### src/hdl/psh_pkg.sv
// Shared types and constants for the polynomial string hash unit.
package psh_pkg;

   localparam int CHAR_W     = 8;
   localparam int POS_W      = 16;
   localparam int HASH_W     = 32;
   localparam int CSR_IDX_W  = 3;
   localparam int CSR_DATA_W = 64;
   localparam int OMIT_CNT_W = 4;
   localparam int DIV_CNT_W  = $clog2(HASH_W);

   localparam logic [CSR_IDX_W-1:0] CSR_START_OFFSET  = 3'd0;
   localparam logic [CSR_IDX_W-1:0] CSR_HASH_LENGTH   = 3'd1;
   localparam logic [CSR_IDX_W-1:0] CSR_BASE_CHAR     = 3'd2;
   localparam logic [CSR_IDX_W-1:0] CSR_MULTIPLIER    = 3'd3;
   localparam logic [CSR_IDX_W-1:0] CSR_TABLE_SIZE    = 3'd4;
   localparam logic [CSR_IDX_W-1:0] CSR_OMITTED_SET   = 3'd5;
   localparam logic [CSR_IDX_W-1:0] CSR_OMITTED_COUNT = 3'd6;

   localparam logic [HASH_W-1:0] MULTIPLIER_RESET = 32'd31;
   localparam logic [HASH_W-1:0] TABLE_SIZE_RESET = 32'd1;

   typedef enum logic [1:0] {
      ST_IDLE,
      ST_DIVIDE,
      ST_HOLD
   } state_type;

   typedef struct packed {
      logic take_byte;
      logic div_step;
      logic publish;
   } cmd_type;

   typedef struct packed {
      logic div_last;
      logic out_free;
   } status_type;

endpackage

### src/hdl/polynomial_string_hash_unit.sv
// A non-final byte is folded in as it is accepted; req_tready stays high within a string.
// Throughput: one byte per cycle within a string, set by the single 32x32 multiply-add.
// The last byte starts a 32-step bit-serial remainder; the bucket is published once the
// steps are done and the output register is free, and intake stays blocked until then.
// Reset (synchronous, active high): config registers return to defaults, string state clears,
// no result pending.
module polynomial_string_hash_unit import psh_pkg::*; #(
   parameter int MAX_OMITTED = 8
) (
   input  logic                  clock,
   input  logic                  reset,
   input  logic                  req_tvalid,
   output logic                  req_tready,
   input  logic [7:0]            req_tdata,   // [7:0] char_byte
   input  logic                  req_tlast,   // is_last
   output logic                  rsp_tvalid,
   input  logic                  rsp_tready,
   output logic [HASH_W-1:0]     rsp_tdata,   // [31:0] bucket
   input  logic                  csr_valid,
   output logic                  csr_ready,
   input  logic [CSR_IDX_W-1:0]  csr_index,
   input  logic [CSR_DATA_W-1:0] csr_data
);

   cmd_type    cmd;
   status_type status;

   assign csr_ready = 1'b1;

   psh_ctrl u_ctrl (
      .clock      (clock),
      .reset      (reset),
      .req_tvalid (req_tvalid),
      .req_tlast  (req_tlast),
      .req_tready (req_tready),
      .status     (status),
      .cmd        (cmd)
   );

   psh_datapath #(
      .MAX_OMITTED (MAX_OMITTED)
   ) u_datapath (
      .clock      (clock),
      .reset      (reset),
      .csr_valid  (csr_valid),
      .csr_index  (csr_index),
      .csr_data   (csr_data),
      .char_byte  (req_tdata[CHAR_W-1:0]),
      .is_last    (req_tlast),
      .cmd        (cmd),
      .status     (status),
      .rsp_tvalid (rsp_tvalid),
      .rsp_tready (rsp_tready),
      .rsp_tdata  (rsp_tdata)
   );

endmodule

### src/hdl/psh_ctrl.sv
// Controller state machine: byte intake, modulo iterations, result hand-off.
module psh_ctrl import psh_pkg::*; (
   input  logic       clock,
   input  logic       reset,
   input  logic       req_tvalid,
   input  logic       req_tlast,
   output logic       req_tready,
   input  status_type status,
   output cmd_type    cmd
);

   state_type state_ff, state_in;

   always_ff @(posedge clock) begin
      if (reset) begin
         state_ff <= ST_IDLE;
      end else begin
         state_ff <= state_in;
      end
   end

   always_comb begin
      state_in   = state_ff;
      req_tready = 1'b0;
      cmd        = '0;
      case (state_ff)
         ST_IDLE: begin
            req_tready = 1'b1;
            if (req_tvalid) begin
               cmd.take_byte = 1'b1;
               if (req_tlast) begin
                  state_in = ST_DIVIDE;
               end
            end
         end
         ST_DIVIDE: begin
            cmd.div_step = 1'b1;
            if (status.div_last) begin
               state_in = ST_HOLD;
            end
         end
         ST_HOLD: begin
            // wait for the output register to drain
            if (status.out_free) begin
               cmd.publish = 1'b1;
               state_in    = ST_IDLE;
            end
         end
         default: begin
            state_in = ST_IDLE;
         end
      endcase
   end

endmodule

### src/hdl/psh_datapath.sv
// Datapath: config registers, hash accumulator, remainder unit, output register.
module psh_datapath import psh_pkg::*; #(
   parameter int MAX_OMITTED = 8
) (
   input  logic                  clock,
   input  logic                  reset,
   input  logic                  csr_valid,
   input  logic [CSR_IDX_W-1:0]  csr_index,
   input  logic [CSR_DATA_W-1:0] csr_data,
   input  logic [CHAR_W-1:0]     char_byte,
   input  logic                  is_last,
   input  cmd_type               cmd,
   output status_type            status,
   output logic                  rsp_tvalid,
   input  logic                  rsp_tready,
   output logic [HASH_W-1:0]     rsp_tdata
);

   // configuration
   logic [POS_W-1:0]      start_offset_ff;
   logic [POS_W-1:0]      hash_length_ff;
   logic [CHAR_W-1:0]     base_char_ff;
   logic [HASH_W-1:0]     multiplier_ff;
   logic [HASH_W-1:0]     table_size_ff;
   logic [CSR_DATA_W-1:0] omitted_set_ff;
   logic [OMIT_CNT_W-1:0] omitted_count_ff;

   // per-string state
   logic [HASH_W-1:0] hash_acc_ff, hash_acc_in;
   logic [POS_W-1:0]  position_ff, position_in;
   logic [POS_W-1:0]  remaining_ff, remaining_in;
   logic              stopped_ff, stopped_in;

   // remainder unit
   logic [HASH_W-1:0]    div_rem_ff, div_dvd_ff, div_den_ff;
   logic [DIV_CNT_W-1:0] div_cnt_ff;
   logic [HASH_W:0]      div_trial;
   logic [HASH_W:0]      div_diff;

   logic                  rsp_valid_ff;
   logic [HASH_W-1:0]     rsp_data_ff;

   logic [OMIT_CNT_W-1:0] omit_n;
   logic                  omit_hit;
   logic [POS_W-1:0]      rem_cur;
   logic                  past_offset;
   logic [HASH_W-1:0]     product;

   always_ff @(posedge clock) begin
      if (reset) begin
         start_offset_ff  <= '0;
         hash_length_ff   <= '0;
         base_char_ff     <= '0;
         multiplier_ff    <= MULTIPLIER_RESET;
         table_size_ff    <= TABLE_SIZE_RESET;
         omitted_set_ff   <= '0;
         omitted_count_ff <= '0;
      end else if (csr_valid) begin
         case (csr_index)
            CSR_START_OFFSET:  start_offset_ff  <= csr_data[POS_W-1:0];
            CSR_HASH_LENGTH:   hash_length_ff   <= csr_data[POS_W-1:0];
            CSR_BASE_CHAR:     base_char_ff     <= csr_data[CHAR_W-1:0];
            CSR_MULTIPLIER:    multiplier_ff    <= csr_data[HASH_W-1:0];
            CSR_TABLE_SIZE:    table_size_ff    <= csr_data[HASH_W-1:0];
            CSR_OMITTED_SET:   omitted_set_ff   <= csr_data;
            CSR_OMITTED_COUNT: omitted_count_ff <= csr_data[OMIT_CNT_W-1:0];
            default: ;
         endcase
      end
   end

   always_comb begin
      omit_n = (omitted_count_ff > OMIT_CNT_W'(MAX_OMITTED)) ?
               OMIT_CNT_W'(MAX_OMITTED) : omitted_count_ff;
      omit_hit = 1'b0;
      for (int i = 0; i < MAX_OMITTED; i++) begin
         if ((OMIT_CNT_W'(i) < omit_n) && (omitted_set_ff[CHAR_W*i +: CHAR_W] == char_byte)) begin
            omit_hit = 1'b1;
         end
      end
   end

   assign product     = multiplier_ff * hash_acc_ff;
   // budget reloads on the first byte of each string
   assign rem_cur     = (position_ff == '0) ? hash_length_ff : remaining_ff;
   assign past_offset = (position_ff >= start_offset_ff) || (position_ff == '1);

   always_comb begin
      hash_acc_in  = hash_acc_ff;
      remaining_in = rem_cur;
      stopped_in   = stopped_ff;
      position_in  = (position_ff == '1) ? position_ff : position_ff + 1'b1;
      if (!stopped_ff) begin
         if (char_byte == '0) begin
            stopped_in = 1'b1;
         end else if (past_offset && (rem_cur != '0) && !omit_hit) begin
            remaining_in = rem_cur - 1'b1;
            hash_acc_in  = ({{(HASH_W-CHAR_W){1'b0}}, char_byte}
                            - {{(HASH_W-CHAR_W){1'b0}}, base_char_ff}) + product;
         end
      end
   end

   always_ff @(posedge clock) begin
      if (reset) begin
         hash_acc_ff  <= '0;
         position_ff  <= '0;
         remaining_ff <= '0;
         stopped_ff   <= 1'b0;
      end else if (cmd.take_byte) begin
         if (is_last) begin
            hash_acc_ff  <= '0;
            position_ff  <= '0;
            remaining_ff <= hash_length_ff;
            stopped_ff   <= 1'b0;
         end else begin
            hash_acc_ff  <= hash_acc_in;
            position_ff  <= position_in;
            remaining_ff <= remaining_in;
            stopped_ff   <= stopped_in;
         end
      end
   end

   // restoring remainder, one dividend bit per step; a zero divisor passes the hash through
   assign div_trial = {div_rem_ff, div_dvd_ff[HASH_W-1]};
   assign div_diff  = div_trial - {1'b0, div_den_ff};

   always_ff @(posedge clock) begin
      if (cmd.take_byte && is_last) begin
         div_rem_ff <= '0;
         div_dvd_ff <= hash_acc_in;
         div_den_ff <= table_size_ff;
      end else if (cmd.div_step) begin
         div_rem_ff <= (div_trial >= {1'b0, div_den_ff}) ? div_diff[HASH_W-1:0]
                                                         : div_trial[HASH_W-1:0];
         div_dvd_ff <= {div_dvd_ff[HASH_W-2:0], 1'b0};
      end
   end

   always_ff @(posedge clock) begin
      if (reset) begin
         div_cnt_ff <= '0;
      end else if (cmd.take_byte && is_last) begin
         div_cnt_ff <= '0;
      end else if (cmd.div_step) begin
         div_cnt_ff <= div_cnt_ff + 1'b1;
      end
   end

   always_ff @(posedge clock) begin
      if (reset) begin
         rsp_valid_ff <= 1'b0;
      end else if (cmd.publish) begin
         rsp_valid_ff <= 1'b1;
      end else if (rsp_tready) begin
         rsp_valid_ff <= 1'b0;
      end
   end

   always_ff @(posedge clock) begin
      if (cmd.publish) begin
         rsp_data_ff <= div_rem_ff;
      end
   end

   assign status.div_last = (div_cnt_ff == '1);
   assign status.out_free = !rsp_valid_ff || rsp_tready;
   assign rsp_tvalid      = rsp_valid_ff;
   assign rsp_tdata       = rsp_data_ff;

endmodule

### config.mk
export PLATFORM = sky130hd
export DESIGN_NAME = polynomial_string_hash_unit
export DESIGN_NICKNAME = d
export VERILOG_FILES = /design/src/hdl/psh_pkg.sv /design/src/hdl/polynomial_string_hash_unit.sv /design/src/hdl/psh_ctrl.sv /design/src/hdl/psh_datapath.sv
export SDC_FILE = /design/constraint.sdc
export NUM_CORES = 2
export LEC_CHECK = 0
export BUFFER_PORTS_ARGS = -buffer_cell sky130_fd_sc_hd__buf_2
export CORE_ASPECT_RATIO = 0.75
export CORE_MARGIN = 2
export CORE_UTILIZATION = 55
export DETAILED_ROUTE_END_ITERATION = 8
export PLACE_DENSITY = 0.76
export SYNTH_ARGS = -nofsm -noshare
export SYNTH_HDL_FRONTEND = slang
export SYNTH_SLANG_ARGS = --single-unit
### constraint.sdc
create_clock -name clock -period 11.1 [get_ports clock]
set_input_delay 0.555 -clock clock [delete_from_list [all_inputs] [get_ports clock]]
set_output_delay 0.555 -clock clock [all_outputs]
set_load 0.01 [all_outputs]
==> summary.md <==
The core region is 0.0621 sq mm. The tools report the category of the worst setup path launch point as a flip-flop. The critical path is of the flip-flop to flip-flop type. The number of register bits inferred by synthesis was 373.

The final setup violation count was 0. In this run, synthesis inferred 96 flip-flops with an integrated enable. The top cell types in the final layout, fill and taps aside, are nand2_1 (682), inv_1 (554), fa_1 (440). In this run the deepest clock path goes through 3 buffers.

The sequential cell area fraction in the yosys report is 0.244, and the starting utilization of the core area is 0.556. The share of async-settable or async-resettable flops after synthesis was 0. The signed area change from the synthesized netlist to the final layout works out to 6.45%. The cell that appears most often on the critical path is fa_1. The first global-routing pass estimated 151 mm of wire. The share of power burned in combinational logic is 0.411, and the final HPWL from detailed placement is 67.4 mm. During I/O placement, the number of pins put on the boundary was 116. After floorplanning, the core was divided into 79 placement rows. Across the VDD grid, the largest voltage drop is 0.0937 mV. The number of design-rule violations left by the first detailed-router iteration is 3243. Buffers placed on the I/O ports in this run total 114.

Along the worst path, the maximum fanout reaches 15. The initial antenna violation count is 6, and the quantity of gates resized following cts is 0. The switching power as a share of total power is 0.389. The combined global-route utilization of all metal layers is 0.298. From left edge to right edge, the die measures 293 microns. The clock input transition at the sequential cells of the worst setup and hold paths works out to 0.08 ns.

The part of the total power dissipated in the clock network was 0.241; the final net count was 4618. For this design, the slowest cell found on the critical path is fa_1. Dominant register cell in the synthesized netlist: dfxtp_1. Setup repair after global routing left no endpoint under its margin. On the final layout, the worst clock skew is 0.0269 ns.

In the synthesized netlist, the number of instances is 3929. The tools report the post-synthesis instance area as 0.0345 sq mm. The run gives 95.5 mm as the routed wire length. The clock net in this run drives a total of 373 sinks.

The final critical-path share of the clock period is 0.810, and the internal power is 2.95 mW. The delay of the slowest cell on the worst path was 0.53 ns; the number of distinct library cells after synthesis was 80. The Yosys step of the flow raised 0 warnings. The run gives 27.3k as the via count. The quantity of hold-fixing buffers added after cts was 0.

TritonCTS built the clock tree. The flow ran to the end, and the final reports show no timing, DRC or antenna violations. The via count of the first global-routing pass was 26.6k; the endpoint arrival time on the critical path was 9.27 ns. The leftover overflow at the end of global routing was 0; the synthesized area per cell was 8.79 sq um. The run gives 11.38 ns as the required time reported for the critical path endpoint. In this run the static leakage power is 16.4 nW. For the normalized max-slew margin, the log shows 0.126. The tools report the post-CTS setup buffer count as 0. For the final routed database, the setup TNS stands at 0 ns. Power spread over the standard cell area amounts to 131 mW/mm^2.

The logs give 1.88 mW for the switching power total and 111 MHz for the highest clock rate. The post-synth net total is 4635. For the post-layout utilization of the core, the log shows 0.592.

The worst min-delay path category is primary input to flip-flop. The sequential cell fraction of total power is 0.347. The tool flagged a number of max-cap violations equal to 0. The clock reaches the later pin of the worst-skew pair after 0.55 ns. The number of search-and-repair iterations in the first detailed-routing pass was 7. Leaving out fill and tap cells, the most frequent cell in the layout is nand2_1.

The logs give 2.11 ns for the register-to-register path setup slack and 0 for the count of pins over their slew limit. For this run, design rule violations remaining after detail routing come to 0. Entering global routing, the biggest net connects 95 pins. The smallest clock period supported by the final layout is computed as 8.99 ns. The run gives 0 as the count of antenna-violating nets left after detailed routing. Die height: 221 microns. Kind of capture point of the worst setup path: a flip-flop. For the final-report hold violation count, the log shows 0.

At the end of routability-driven placement, the weighted congestion stood at 0.919. The ratio of cells with drive above 1 in the final layout was 0.0635. In this run, CTS created clock tree buffers numbering 35. In the routed layout, each cell is associated on average with a via count of 5.76.

The floorplan step defined a die boundary enclosing 0.0648 sq mm. Measured slew at the worst slew-check pin: 1.31 ns. After detailed routing, the average wire length per cell comes to 20.1 microns. CTS placed an instance of clkbuf_16 at the clock tree root. The clock tree synthesis step divided the H-tree into 2 levels.
cells in the mapped netlist (4+ instances only):
library cell,instances,area share
nand2_1,683,0.074
inv_1,555,0.060
fa_1,440,0.26
and2_1,304,0.055
dfxtp_1,277,0.16
a21oi_1,219,0.032
clkbuf_1,192,0.021
ha_1,185,0.067
nor2_1,179,0.019
xnor2_1,112,0.028
o21ai_0,97,0.014
edfxtp_1,96,0.083
xor2_1,82,0.021
mux2i_1,66,0.019
nor3_1,38,0.0055
a21o_1,29,0.0063
a22oi_1,28,0.0061
a31oi_1,28,0.0051
nand3_1,27,0.0039
nand4_1,25,0.0045
nor4_1,24,0.0043
buf_2,16,0.0023
nand2b_1,16,0.0029
o21a_1,16,0.0035
and3_1,15,0.0027
nor2b_1,13,0.0024
or3_1,13,0.0024
a211oi_1,11,0.0024
buf_4,10,0.0022
o211ai_1,9,0.0020
nand3b_1,7,0.0015
or4_1,7,0.0015
a2111oi_0,6,0.0015
a221oi_1,6,0.0015
buf_1,6,0.00065
o31ai_1,6,0.0013
a21boi_0,5,0.0011
a2bb2oi_1,4,0.0010
a311oi_1,4,0.0010
mux2_2,4,0.0013
nor3b_1,4,0.00087
flip-flops by register name, summed over array words and instances, names as in the netlist:
signal                       cells
u_datapath.omitted_set_ff       64
u_datapath.div_den_ff           32
u_datapath.div_dvd_ff           32
u_datapath.div_rem_ff           32
u_datapath.hash_acc_ff          32
u_datapath.multiplier_ff        32
u_datapath.rsp_tdata            32
u_datapath.table_size_ff        32
u_datapath.hash_length_ff       16
u_datapath.position_ff          16
u_datapath.remaining_ff         16
u_datapath.start_offset_ff      16
u_datapath.base_char_ff          8
u_datapath.div_cnt_ff            5
u_datapath.omitted_count_ff      4
u_ctrl.state_ff                  2
u_datapath.rsp_tvalid            1
u_datapath.stopped_ff            1
stage by stage:
stage	instance area [sq um]	hold slack (ns)	setup slack (ns)	total power, mW	instances
2_1_floorplan	34500	0.408	1.21	3.09	3929
3_3_place_gp	35700	0.411	1.78	3.59	4685
3_5_place_dp	35700	0.413	1.63	3.63	4685
4_1_cts	36800	0.228	2.10	4.80	4745
5_1_grt	36800	0.241	1.68	5.14	4746
6_report	36800	0.244	2.11	4.82	4746
power by group through the flow:
| stage | Sequential, mW | Clock, mW | Combinational (mW) |
|---|---|---|---|
| 2_1_floorplan | 1.61 | 0 | 1.48 |
| 3_3_place_gp | 1.69 | 0 | 1.90 |
| 3_5_place_dp | 1.69 | 0 | 1.94 |
| 4_1_cts | 1.66 | 1.17 | 1.96 |
| 5_1_grt | 1.68 | 1.23 | 2.22 |
| 6_report | 1.68 | 1.16 | 1.98 |
metal layers:
| metal | vias up | global-route usage | wire, microns |
|---|---|---|---|
| met2 | 1498 | 0.422 | 38800 |
| met1 | 13200 | 0.445 | 41800 |
| li1 | 12400 | - | - |
| met5 | - | 0.00222 | 13 |
| met3 | 209 | 0.0834 | 11900 |
| met4 | 2 | 0.0806 | 2960 |
cells by family (layout without fill, tap and decap cells):
kind of cell             after synthesis  after routing  share of synthesized area
flip-flops                           373            373                      0.244
multiplexers                          71             71                     0.0208
buffers and inverters                779            785                     0.0864
other                                  1              2                   0.000109
AND/OR/NAND/NOR                     1370           1370                      0.185
AO/OA/AOI/OAI                        515            515                     0.0913
adder cells (fa/ha/maj)              625            625                      0.322
XOR/XNOR                             195            195                     0.0499
worst max-delay path, delay by kind of cell, from the launching register on:
kind / cells / cell delay [ns]
mux: 1 / 0.16
simple gates: 3 / 0.45
xor+xnor: 1 / 0.11
buf+inv: 8 / 0.75
flops: 1 / 0.33
fa+ha+maj: 10 / 4.66
compound gates: 9 / 2.23
area by class of cell:
class                   count  area (sq um)
diodes                      1          2.50
inverters                 555          2080
flip-flops and latches    373          8430
repair buffers            170           997
clock buffers              48           945
fillers                  5344         25300
clock inverters            12           104
multi-input cells        2777         23200
well taps                 810          1010
final timing paths:
path / startpoint / endpoint / cells past startpoint
min: csr_data[36] / u_datapath.omitted_set_ff[36] / 3
max: u_datapath.base_char_ff[2] / u_datapath.div_dvd_ff[30] / 32
min reg2reg: u_datapath.table_size_ff[10] / u_datapath.div_den_ff[10] / 0
max reg2reg: u_datapath.base_char_ff[2] / u_datapath.div_dvd_ff[30] / 32
No activity file was read; power rests on OpenSTA's default activity.
